### config.mk
export PLATFORM = sky130hd
export DESIGN_NAME = address_range_attribute_map_unit
export DESIGN_NICKNAME = d
export VERILOG_FILES = /design/src/hdl/arar_pkg.sv /design/src/hdl/arar_ram.sv /design/src/hdl/address_range_attribute_map_unit.sv
export SDC_FILE = /design/constraint.sdc
export NUM_CORES = 2
export LEC_CHECK = 0
export ABC_CLOCK_PERIOD_IN_PS = 5180
export BUFFER_PORTS_ARGS = -buffer_cell sky130_fd_sc_hd__buf_2
export CORE_MARGIN = 2
export CORE_UTILIZATION = 50
export CTS_CLUSTER_SIZE = 12
export DETAILED_ROUTE_END_ITERATION = 8
export HOLD_SLACK_MARGIN = 0.12
export PLACE_DENSITY = 0.66
export SLEW_MARGIN = 10
export SYNTH_ARGS = -nofsm -noshare
export SYNTH_HDL_FRONTEND = slang
export SYNTH_HIERARCHICAL = 1
export SYNTH_SLANG_ARGS = --single-unit
export TNS_END_PERCENT = 1
### constraint.sdc
create_clock -name i_clk -period 5.18 [get_ports i_clk]
set_clock_uncertainty 0.05 [all_clocks]
set_input_delay 1.295 -clock i_clk [delete_from_list [all_inputs] [get_ports i_clk]]
set_output_delay 1.295 -clock i_clk [all_outputs]
set_load 0.05 [all_outputs]
### src/hdl/arar_pkg.sv
`timescale 1ns / 1ps
`default_nettype none
// ----------------------------------------------------------------------------
// Address range attribute map package
// Shared types, field widths, command and status codes, parameter defaults.
// ----------------------------------------------------------------------------
package arar_pkg;

    // Fixed field widths of the transaction payloads
    localparam int IN_ADDR_W    = 32;
    localparam int IN_MARKER_W  = 8;
    localparam int OUT_MARKER_W = 8;
    localparam int OUT_IDX_W    = 6;

    // Parameter defaults
    localparam int DEF_MAX_AREAS   = 64;
    localparam int DEF_ADDR_BITS   = 32;
    localparam int DEF_MARKER_BITS = 8;

    // Command codes
    localparam logic CMD_DEFINE = 1'b0;
    localparam logic CMD_FIND   = 1'b1;

    // Status codes
    localparam logic STATUS_DONE = 1'b0;
    localparam logic STATUS_FULL = 1'b1;

    typedef struct packed {
        logic                   command;
        logic [IN_ADDR_W-1:0]   address;
        logic [IN_MARKER_W-1:0] new_marker;
    } t_in_item;

    typedef struct packed {
        logic [OUT_MARKER_W-1:0] marker;
        logic [OUT_IDX_W-1:0]    area_index;
        logic                    status;
    } t_out_item;

endpackage
`default_nettype wire

### src/hdl/arar_ram.sv
`timescale 1ns / 1ps
`default_nettype none
// ----------------------------------------------------------------------------
// Generic RAM
// One write port and one read port, read data registered.
// ----------------------------------------------------------------------------
module arar_ram #(
    parameter int WIDTH = 8,
    parameter int DEPTH = 64
) (
    input  wire logic                     i_clk,
    input  wire logic                     i_wr_en,
    input  wire logic [$clog2(DEPTH)-1:0] i_wr_addr,
    input  wire logic [WIDTH-1:0]         i_wr_data,
    input  wire logic                     i_rd_en,
    input  wire logic [$clog2(DEPTH)-1:0] i_rd_addr,
    output logic      [WIDTH-1:0]         o_rd_data
);

    logic [WIDTH-1:0] r_mem [DEPTH];

    always_ff @(posedge i_clk) begin
        if (i_wr_en) begin
            r_mem[i_wr_addr] <= i_wr_data;
        end
        if (i_rd_en) begin
            o_rd_data <= r_mem[i_rd_addr];
        end
    end

endmodule
`default_nettype wire

### src/hdl/address_range_attribute_map_unit.sv
`timescale 1ns / 1ps
`default_nettype none
// ----------------------------------------------------------------------------
// Address range attribute map unit
// Sorted table of contiguous address areas with a marker each. Find returns
// the marker of the area holding an address; define overwrites or splits.
// ----------------------------------------------------------------------------
//
//  Channel  | Valid        | Stall        | Payload
//  ---------+--------------+--------------+---------------------------------
//  request  | i_in_valid   | o_in_stall   | i_in_item  (command, address,
//           |              |              |             new_marker)
//  result   | o_out_valid  | i_out_stall  | o_out_item (marker, area_index,
//           |              |              |             status)
//
//  Each transaction: accept in idle, a read and a compare per search step
//  (about log2 of the area count), a final read and check, a result load;
//  a split adds a read and a write per area shifted up and an insert write.
//  The table RAM reads one entry and writes one per cycle.
//  Reset leaves one area over the whole address space, marker 0, with no
//  clearing pass. A stalled result holds only the step that loads the next.
//
module address_range_attribute_map_unit #(
    parameter int MAX_AREAS   = arar_pkg::DEF_MAX_AREAS,
    parameter int ADDR_BITS   = arar_pkg::DEF_ADDR_BITS,
    parameter int MARKER_BITS = arar_pkg::DEF_MARKER_BITS
) (
    input  wire logic                i_clk,
    input  wire logic                i_rst_n,
    input  wire logic                i_in_valid,
    output logic                     o_in_stall,
    input  wire arar_pkg::t_in_item  i_in_item,
    output logic                     o_out_valid,
    input  wire logic                i_out_stall,
    output arar_pkg::t_out_item      o_out_item
);

    localparam int IDX_W = $clog2(MAX_AREAS);
    localparam int CNT_W = $clog2(MAX_AREAS + 1);
    localparam int ENT_W = ADDR_BITS + MARKER_BITS;

    // Sequencer states
    typedef enum logic [8:0] {
        S_IDLE     = 9'b000000001,
        S_SRCH_RD  = 9'b000000010,
        S_SRCH_CMP = 9'b000000100,
        S_FIN_RD   = 9'b000001000,
        S_FIN_CHK  = 9'b000010000,
        S_SH_RD    = 9'b000100000,
        S_SH_WR    = 9'b001000000,
        S_INS      = 9'b010000000,
        S_DONE     = 9'b100000000
    } t_state;

    t_state r_state, n_state;

    // Request held for the whole transaction
    logic                   r_cmd;
    logic [ADDR_BITS-1:0]   r_addr;
    logic [MARKER_BITS-1:0] r_mk;

    // Search bounds, shift pointer, table fill
    logic [IDX_W-1:0] r_lo, n_lo;
    logic [IDX_W-1:0] r_hi, n_hi;
    logic [IDX_W-1:0] r_mid, n_mid;
    logic [CNT_W-1:0] r_i, n_i;
    logic [CNT_W-1:0] r_count, n_count;

    // Entry 0 marker has been written since reset
    logic r_e0_valid, n_e0_valid;
    // Last RAM read addressed entry 0
    logic r_rd_is0;

    // Pending result and output register
    logic [MARKER_BITS-1:0] r_res_mk, n_res_mk;
    logic [IDX_W-1:0]       r_res_idx, n_res_idx;
    logic                   r_res_st, n_res_st;
    logic                   r_out_valid, n_out_valid;
    arar_pkg::t_out_item    r_out, n_out;

    // RAM port
    logic             w_rd_en;
    logic [IDX_W-1:0] w_rd_addr;
    logic             w_wr_en;
    logic [IDX_W-1:0] w_wr_addr;
    logic [ENT_W-1:0] w_wr_data;
    logic [ENT_W-1:0] w_rd_data;

    // Decoded entry read back
    logic [ADDR_BITS-1:0]   w_rd_start;
    logic [MARKER_BITS-1:0] w_rd_mk;

    // Input fields brought to the table widths
    logic [ADDR_BITS+arar_pkg::IN_ADDR_W-1:0]     w_addr_ext;
    logic [MARKER_BITS+arar_pkg::IN_MARKER_W-1:0] w_mk_ext;
    // Result fields brought to the payload widths
    logic [MARKER_BITS+arar_pkg::OUT_MARKER_W-1:0] w_res_mk_ext;
    logic [IDX_W+arar_pkg::OUT_IDX_W-1:0]          w_res_idx_ext;

    // Search midpoint and split bookkeeping
    logic [IDX_W:0]   w_span;
    logic [IDX_W-1:0] w_mid;
    logic [CNT_W-1:0] w_sel1;
    logic [CNT_W-1:0] w_i_dec;

    logic w_out_free;

    assign w_addr_ext = {{ADDR_BITS{1'b0}}, i_in_item.address};
    assign w_mk_ext   = {{MARKER_BITS{1'b0}}, i_in_item.new_marker};

    assign w_res_mk_ext  = {{arar_pkg::OUT_MARKER_W{1'b0}}, r_res_mk};
    assign w_res_idx_ext = {{arar_pkg::OUT_IDX_W{1'b0}}, r_res_idx};

    // Entry 0 always starts at zero; its marker is zero until first written
    assign w_rd_start = r_rd_is0 ? '0 : w_rd_data[ENT_W-1:MARKER_BITS];
    assign w_rd_mk    = (r_rd_is0 && !r_e0_valid) ? '0 : w_rd_data[MARKER_BITS-1:0];

    // mid = lo + (hi - lo + 1) / 2, always above lo
    assign w_span = {1'b0, r_hi} - {1'b0, r_lo} + {{IDX_W{1'b0}}, 1'b1};
    assign w_mid  = r_lo + w_span[IDX_W:1];

    assign w_sel1  = CNT_W'(r_lo) + CNT_W'(1);
    assign w_i_dec = r_i - CNT_W'(1);

    assign w_out_free = !r_out_valid || !i_out_stall;

    assign o_in_stall  = (r_state != S_IDLE);
    assign o_out_valid = r_out_valid;
    assign o_out_item  = r_out;

    arar_ram #(
        .WIDTH (ENT_W),
        .DEPTH (MAX_AREAS)
    ) u_table (
        .i_clk     (i_clk),
        .i_wr_en   (w_wr_en),
        .i_wr_addr (w_wr_addr),
        .i_wr_data (w_wr_data),
        .i_rd_en   (w_rd_en),
        .i_rd_addr (w_rd_addr),
        .o_rd_data (w_rd_data)
    );

    always_comb begin
        n_state     = r_state;
        n_lo        = r_lo;
        n_hi        = r_hi;
        n_mid       = r_mid;
        n_i         = r_i;
        n_count     = r_count;
        n_e0_valid  = r_e0_valid;
        n_res_mk    = r_res_mk;
        n_res_idx   = r_res_idx;
        n_res_st    = r_res_st;
        n_out_valid = r_out_valid;
        n_out       = r_out;
        w_rd_en     = 1'b0;
        w_rd_addr   = r_lo;
        w_wr_en     = 1'b0;
        w_wr_addr   = r_lo;
        w_wr_data   = {r_addr, r_mk};

        // Drop the result once it has been taken
        if (r_out_valid && !i_out_stall) begin
            n_out_valid = 1'b0;
        end

        unique case (r_state)
            S_IDLE: begin
                if (i_in_valid) begin
                    n_lo = '0;
                    n_hi = IDX_W'(r_count - CNT_W'(1));
                    if (r_count > CNT_W'(1)) begin
                        n_state = S_SRCH_RD;
                    end else begin
                        n_state = S_FIN_RD;
                    end
                end
            end
            S_SRCH_RD: begin
                // Fetch the start of the midpoint area
                n_mid     = w_mid;
                w_rd_en   = 1'b1;
                w_rd_addr = w_mid;
                n_state   = S_SRCH_CMP;
            end
            S_SRCH_CMP: begin
                // Keep the last area whose start is at or below the address
                if (w_rd_start <= r_addr) begin
                    n_lo = r_mid;
                end else begin
                    n_hi = r_mid - IDX_W'(1);
                end
                if (n_lo < n_hi) begin
                    n_state = S_SRCH_RD;
                end else begin
                    n_state = S_FIN_RD;
                end
            end
            S_FIN_RD: begin
                w_rd_en   = 1'b1;
                w_rd_addr = r_lo;
                n_state   = S_FIN_CHK;
            end
            S_FIN_CHK: begin
                n_res_idx = r_lo;
                n_res_st  = arar_pkg::STATUS_DONE;
                n_res_mk  = w_rd_mk;
                if (r_cmd == arar_pkg::CMD_FIND) begin
                    n_state = S_DONE;
                end else if (w_rd_start == r_addr) begin
                    // Area starts at the address: overwrite its marker
                    w_wr_en   = 1'b1;
                    w_wr_addr = r_lo;
                    w_wr_data = {r_addr, r_mk};
                    n_res_mk  = r_mk;
                    if (r_lo == '0) begin
                        n_e0_valid = 1'b1;
                    end
                    n_state = S_DONE;
                end else if (r_count >= CNT_W'(MAX_AREAS)) begin
                    // No room to split: report the holding area as it is
                    n_res_st = arar_pkg::STATUS_FULL;
                    n_state  = S_DONE;
                end else if (r_count > w_sel1) begin
                    n_i     = r_count;
                    n_state = S_SH_RD;
                end else begin
                    n_state = S_INS;
                end
            end
            S_SH_RD: begin
                w_rd_en   = 1'b1;
                w_rd_addr = IDX_W'(w_i_dec);
                n_state   = S_SH_WR;
            end
            S_SH_WR: begin
                // Move entry i-1 up to i; entries here are never entry 0
                w_wr_en   = 1'b1;
                w_wr_addr = IDX_W'(r_i);
                w_wr_data = w_rd_data;
                n_i       = w_i_dec;
                if (w_i_dec > w_sel1) begin
                    n_state = S_SH_RD;
                end else begin
                    n_state = S_INS;
                end
            end
            S_INS: begin
                // New area from the address to the old end of the split area
                w_wr_en   = 1'b1;
                w_wr_addr = IDX_W'(w_sel1);
                w_wr_data = {r_addr, r_mk};
                n_count   = r_count + CNT_W'(1);
                n_res_mk  = r_mk;
                n_res_idx = IDX_W'(w_sel1);
                n_res_st  = arar_pkg::STATUS_DONE;
                n_state   = S_DONE;
            end
            S_DONE: begin
                // Hold until the output register is free
                if (w_out_free) begin
                    n_out.marker     = w_res_mk_ext[arar_pkg::OUT_MARKER_W-1:0];
                    n_out.area_index = w_res_idx_ext[arar_pkg::OUT_IDX_W-1:0];
                    n_out.status     = r_res_st;
                    n_out_valid      = 1'b1;
                    n_state          = S_IDLE;
                end
            end
            default: begin
                n_state = S_IDLE;
            end
        endcase
    end

    // Control state
    always_ff @(posedge i_clk) begin
        if (!i_rst_n) begin
            r_state     <= S_IDLE;
            r_count     <= CNT_W'(1);
            r_e0_valid  <= 1'b0;
            r_out_valid <= 1'b0;
            r_rd_is0    <= 1'b0;
        end else begin
            r_state     <= n_state;
            r_count     <= n_count;
            r_e0_valid  <= n_e0_valid;
            r_out_valid <= n_out_valid;
            if (w_rd_en) begin
                r_rd_is0 <= (w_rd_addr == '0);
            end
        end
    end

    // Payload and datapath registers
    always_ff @(posedge i_clk) begin
        if (r_state == S_IDLE && i_in_valid) begin
            r_cmd  <= i_in_item.command;
            r_addr <= w_addr_ext[ADDR_BITS-1:0];
            r_mk   <= w_mk_ext[MARKER_BITS-1:0];
        end
        r_lo      <= n_lo;
        r_hi      <= n_hi;
        r_mid     <= n_mid;
        r_i       <= n_i;
        r_res_mk  <= n_res_mk;
        r_res_idx <= n_res_idx;
        r_res_st  <= n_res_st;
        r_out     <= n_out;
    end

endmodule
`default_nettype wire
==> out/metrics.sh <==
GRT.OVERFLOW.TOTAL=0
WL_MET1_UM=108000
HOLD_CLASS='reg2reg'
DIE_AREA_UM2=215000
TIMING.RR.START='r_lo[1]$_SDFFCE_PN0P_'
PATH_MAX_FANOUT=27
YOSYS.CELL_COUNT.TOP_TYPE='sky130_fd_sc_hd__edfxtp_1'
TIMING.MAX_CAP.VIOLATIONS=0
MAX_CLOCK_FREQ_GHz=0.198
STARTPOINT='r_lo[1]$_SDFFCE_PN0P_'
FILL_CELLS=15300
MET3WIRELENGTH_UM=21400
WIRE_LENGTH_OF_THE_FIRST_GLOBAL_ROUTING_PASS_UM=387000
DRT-INITIAL-DRC-COUNT=6766
ASYNC_FLOP_SHARE_PCT=0
CLOCK-ROOT-BUFFER='sky130_fd_sc_hd__clkbuf_16'
CTS_RESIZED=0
RESULT_OF_THE_RUN='complete, no violations'
IO-PIN-COUNT=62
VDD_IR_DROP_MAX_uV=402
DIE_W_UM=463
CTS-BUFFERS-INSERTED=292
TOTAL_SWITCHING_POWER_mW=11.2
SERIES_OF_CELL_INSTANCES_ALONG_THE_CRITICAL_PATH='ha_1, inv_1, ha_1, fa_1, inv_1, fa_1, inv_1, a21o_1, a21oi_1, xnor2_1, a221o_2, buf_4, nor2b_1, buf_4, o21ai_0, a21oi_1, nor4_1'
CELLLEAKAGEPOWER_nW=37.9
ROUTE.MET2.WL_UM=132000
HTREE_NUM_LEVELS=5
WORST_R2R_ENDPOINT='u_table/o_rd_data[21]$_DFFE_PP_'
SETUP.WORST_PATH.END='u_table/o_rd_data[21]$_DFFE_PP_'
INSERTION_DELAY_NS=0.93
DRT.ANTENNA.VIOLATING_NETS=0
POWER_SWITCHING_SHARE_PCT=23.1
SYNTHESIS.INSTANCES=4968
WORSTPATHREQUIRED_NS=5.75
SYNTH_CELL_TYPE_COUNT=63
TIMING.FINAL.HOLD_VIOLATIONS=0
GRT_ANTENNA_BEFORE_REPAIR=5
AREA_GROWTH_FROM_SYNTHESIS_TO_LAYOUT_PCT=14.3
RR_WORST_DEPTH=17
NUM_VIAS=53400
NETLIST.AREA_LEADER.SHARE_PCT=76.7
MAPPEDNETLISTNETS=5090
POST_SYNTH_MOST_FREQUENT_CELLS='2696 x sky130_fd_sc_hd__edfxtp_1, 608 x sky130_fd_sc_hd__mux4_2, 148 x sky130_fd_sc_hd__nor2_1, 145 x sky130_fd_sc_hd__nand2_1, 145 x sky130_fd_sc_hd__o22ai_1'
YS_SEQ_ELEMENTS=2715
ROW_CNT=168
SYNTH.AVG_CELL_AREA_UM2=21.2
DP_HPWL_UM=162000
CTSHOLDBUFFERS=0
SETUP.WORST_PATH.END_CLASS='flip-flop'
CRIT_ARRIVAL_NS=5.63
AVGROUTEDWIREPERCELL_UM=32.6
WORST_SLEW_PIN_SLEW_NS=1.28
FIRST_PASS_ITERS=8
CLOCK_SINK_COUNT=2715
WIRELENGTH_UM=271000
ROUTABILITY_CONGESTION=0.879
FINALCRITICALPERIOD_NS=5.05
FIN_TNS_SETUP_NS=0
YOSYS_WARNINGS=6
DIE_H_UM=463
WORSTSETUPSTARTPOINTTYPE='flip-flop'
SEQ_POWER_SHARE_PCT=51.2
PATH_CLASS='reg2reg'
SYNTH_AREA_UM2=106000
GRT_USAGE_PCT=25.1
FINALSETUPVIOLATIONS=0
GRT_START_MAX_NET_PINS=84
GRT_SETUP_UNREPAIRED='false'
INITIAL_CORE_UTIL_PCT=50.3
SLEW_VIOL_FINAL=0
NNETSFINAL=5491
FIN_WORST_HOLD_SLACK_NS=0.357
CORE_REGION_AREA_UM2=210000
NUMBER_OF_BUFFERS_ON_THE_LONGEST_CLOCK_PATH=4
VIAS_IN_THE_FIRST_GLOBAL_ROUTE=53100
WORST_SLEW_MARGIN_REL_PCT=14.1
POWER_FRAC_CLOCK_PCT=37.8
WORST_PATH_LARGEST_CELL_DELAY_NS=0.69
SYNTH_TOP_FLOP_CELL='sky130_fd_sc_hd__edfxtp_1'
CTS_TREE='done'
SYNTH_ENABLE_FLOP_CELLS=2696
PWR-SHARE-COMB_PCT=11.1
DRC=0
AVGVIACOUNTPERCELL=6.42
TIMING.CRITICAL_PATH.SLOWEST_STAGE_CELL='sky130_fd_sc_hd__a21oi_1'
POWER.DENSITY_nW_PER_UM2=403
INTERNAL-POWER_mW=37.3
PORTBUFFERS=61
FINAL_MIN_PERIOD_OVER_CLOCK_PERIOD_PCT=97.6
LAYOUT-DRIVE-GT1-SHARE_PCT=26.8
MAXUSEDROUTINGLAYER='met4'
CRITPATHMOSTFREQUENTCELL='sky130_fd_sc_hd__inv_1'
POST_LAYOUT_UTIL_PCT=57.5
WORST_R2R_SETUP_SLACK_NS=0.13
YOSYSTOPAREACELL='sky130_fd_sc_hd__edfxtp_1'
CTS.REPORTEDPATHS.CLKPINSLEW_NS=0.06
POSTCTSSETUPBUFFERS=0
SYNTH_TOP_CELLS_BY_AREA='sky130_fd_sc_hd__edfxtp_1 77%, sky130_fd_sc_hd__mux4_2 13%, sky130_fd_sc_hd__mux2i_1 1.1%'
SYNTH_SEQ_AREA_SHARE_PCT=77.1
==> how the worst min path moves through the flow <==
stage	to	from	slack, ns	cells after the start
2_1_floorplan	o_out_item[0]$_DFFE_PP_	r_res_st$_SDFFCE_PP0P_	0.35	0
3_3_place_gp	o_out_item[10]$_DFFE_PP_	r_res_mk[3]$_DFFE_PP_	0.36	0
3_5_place_dp	o_out_item[11]$_DFFE_PP_	r_res_mk[4]$_DFFE_PP_	0.36	0
4_1_cts	o_out_item[10]$_DFFE_PP_	r_res_mk[3]$_DFFE_PP_	0.35	0
5_1_grt	o_out_item[10]$_DFFE_PP_	r_res_mk[3]$_DFFE_PP_	0.37	0
6_report	o_out_item[10]$_DFFE_PP_	r_res_mk[3]$_DFFE_PP_	0.36	0
==> layer usage <==
layer  vias up  track usage (%)
li1      21600                -
met1     28600             35.6
met2      2714             40.3
met3       453             3.67
met4         0             9.03
met5         -                0
==> cell families after synthesis <==
kind of cell,Yosys count,synth area share (%)
AO/OA/AOI/OAI,530,3.30
multiplexers,762,14.5
adder cells (fa/ha/maj),77,0.927
XOR/XNOR,35,0.291
AND/OR/NAND/NOR,517,2.39
buffers and inverters,332,1.52
flip-flops,2715,77.1
==> critical path, delay by kind of cell (launching register included) <==
family	cells	cell delay [ns]
fa+ha+maj	4	1.46
xor+xnor	1	0.16
buf+inv	5	0.79
flops	1	0.39
simple gates	2	0.36
compound gates	5	1.55
==> cells in the final DEF, fill, tap and decap left out, drive strengths merged, types with 18 or more instances in the layout <==
cell type  count
o22a          26
nor3          19
clkinv        45
mux2i        116
a221oi        36
a22oi         18
a21oi        108
dfxtp         19
nor2         150
nand3         21
nor4          43
mux4         608
o221ai        43
clkbuf       370
ha            75
xnor2         27
o22ai        145
edfxtp      2696
o21ai         89
mux2          38
nand2        146
nor2b         51
inv           72
buf          374
==> power groups by stage <==
stage | logic, mW | clock network, mW | registers [mW]
after floorplan | 3.26 | 0 | 25.3
after global placement | 5.33 | 0 | 25.3
after detailed placement | 5.40 | 0 | 25.3
after CTS | 5.42 | 18.6 | 24.8
after global routing | 5.68 | 19.5 | 24.8
final | 5.37 | 18.4 | 24.8
==> sequential cells by signal, indices dropped and copies added (netlist names) <==
signal	cells
u_table/r_mem	2560
u_table/o_rd_data	40
r_addr	32
o_out_item	15
r_state	9
r_mk	8
r_res_mk	8
r_count	7
r_i	7
r_hi	6
r_lo	6
r_mid	6
r_res_idx	6
o_out_valid	1
r_cmd	1
r_e0_valid	1
r_rd_is0	1
r_res_st	1
==> cell type report <==
class                           count  area (um^2)  area share (%)
Sequential cell                  2715        81300            67.4
Multi-Input combinational cell   1921        23500            19.5
Clock buffer                      370         7690            6.38
Timing Repair Buffer              374         3940            3.27
Tap cell                         2805         3510            2.91
Clock inverter                     56          362           0.300
Inverter                           65          244           0.202
Antenna cell                       10         25.0          0.0207
==> stage by stage <==
step | power (mW) | cell area [um^2] | setup WS, ns | std cells
global route | 50.0 | 121000 | 0.0100 | 8313
finish | 48.6 | 121000 | 0.125 | 8316
floorplan | 28.6 | 106000 | -0.383 | 4968
global placement | 30.6 | 113000 | 0.0561 | 7880
CTS | 48.9 | 121000 | 0.0359 | 8306
detailed placement | 30.7 | 113000 | 0.0483 | 7880
Power figures use the tool's default switching activity.
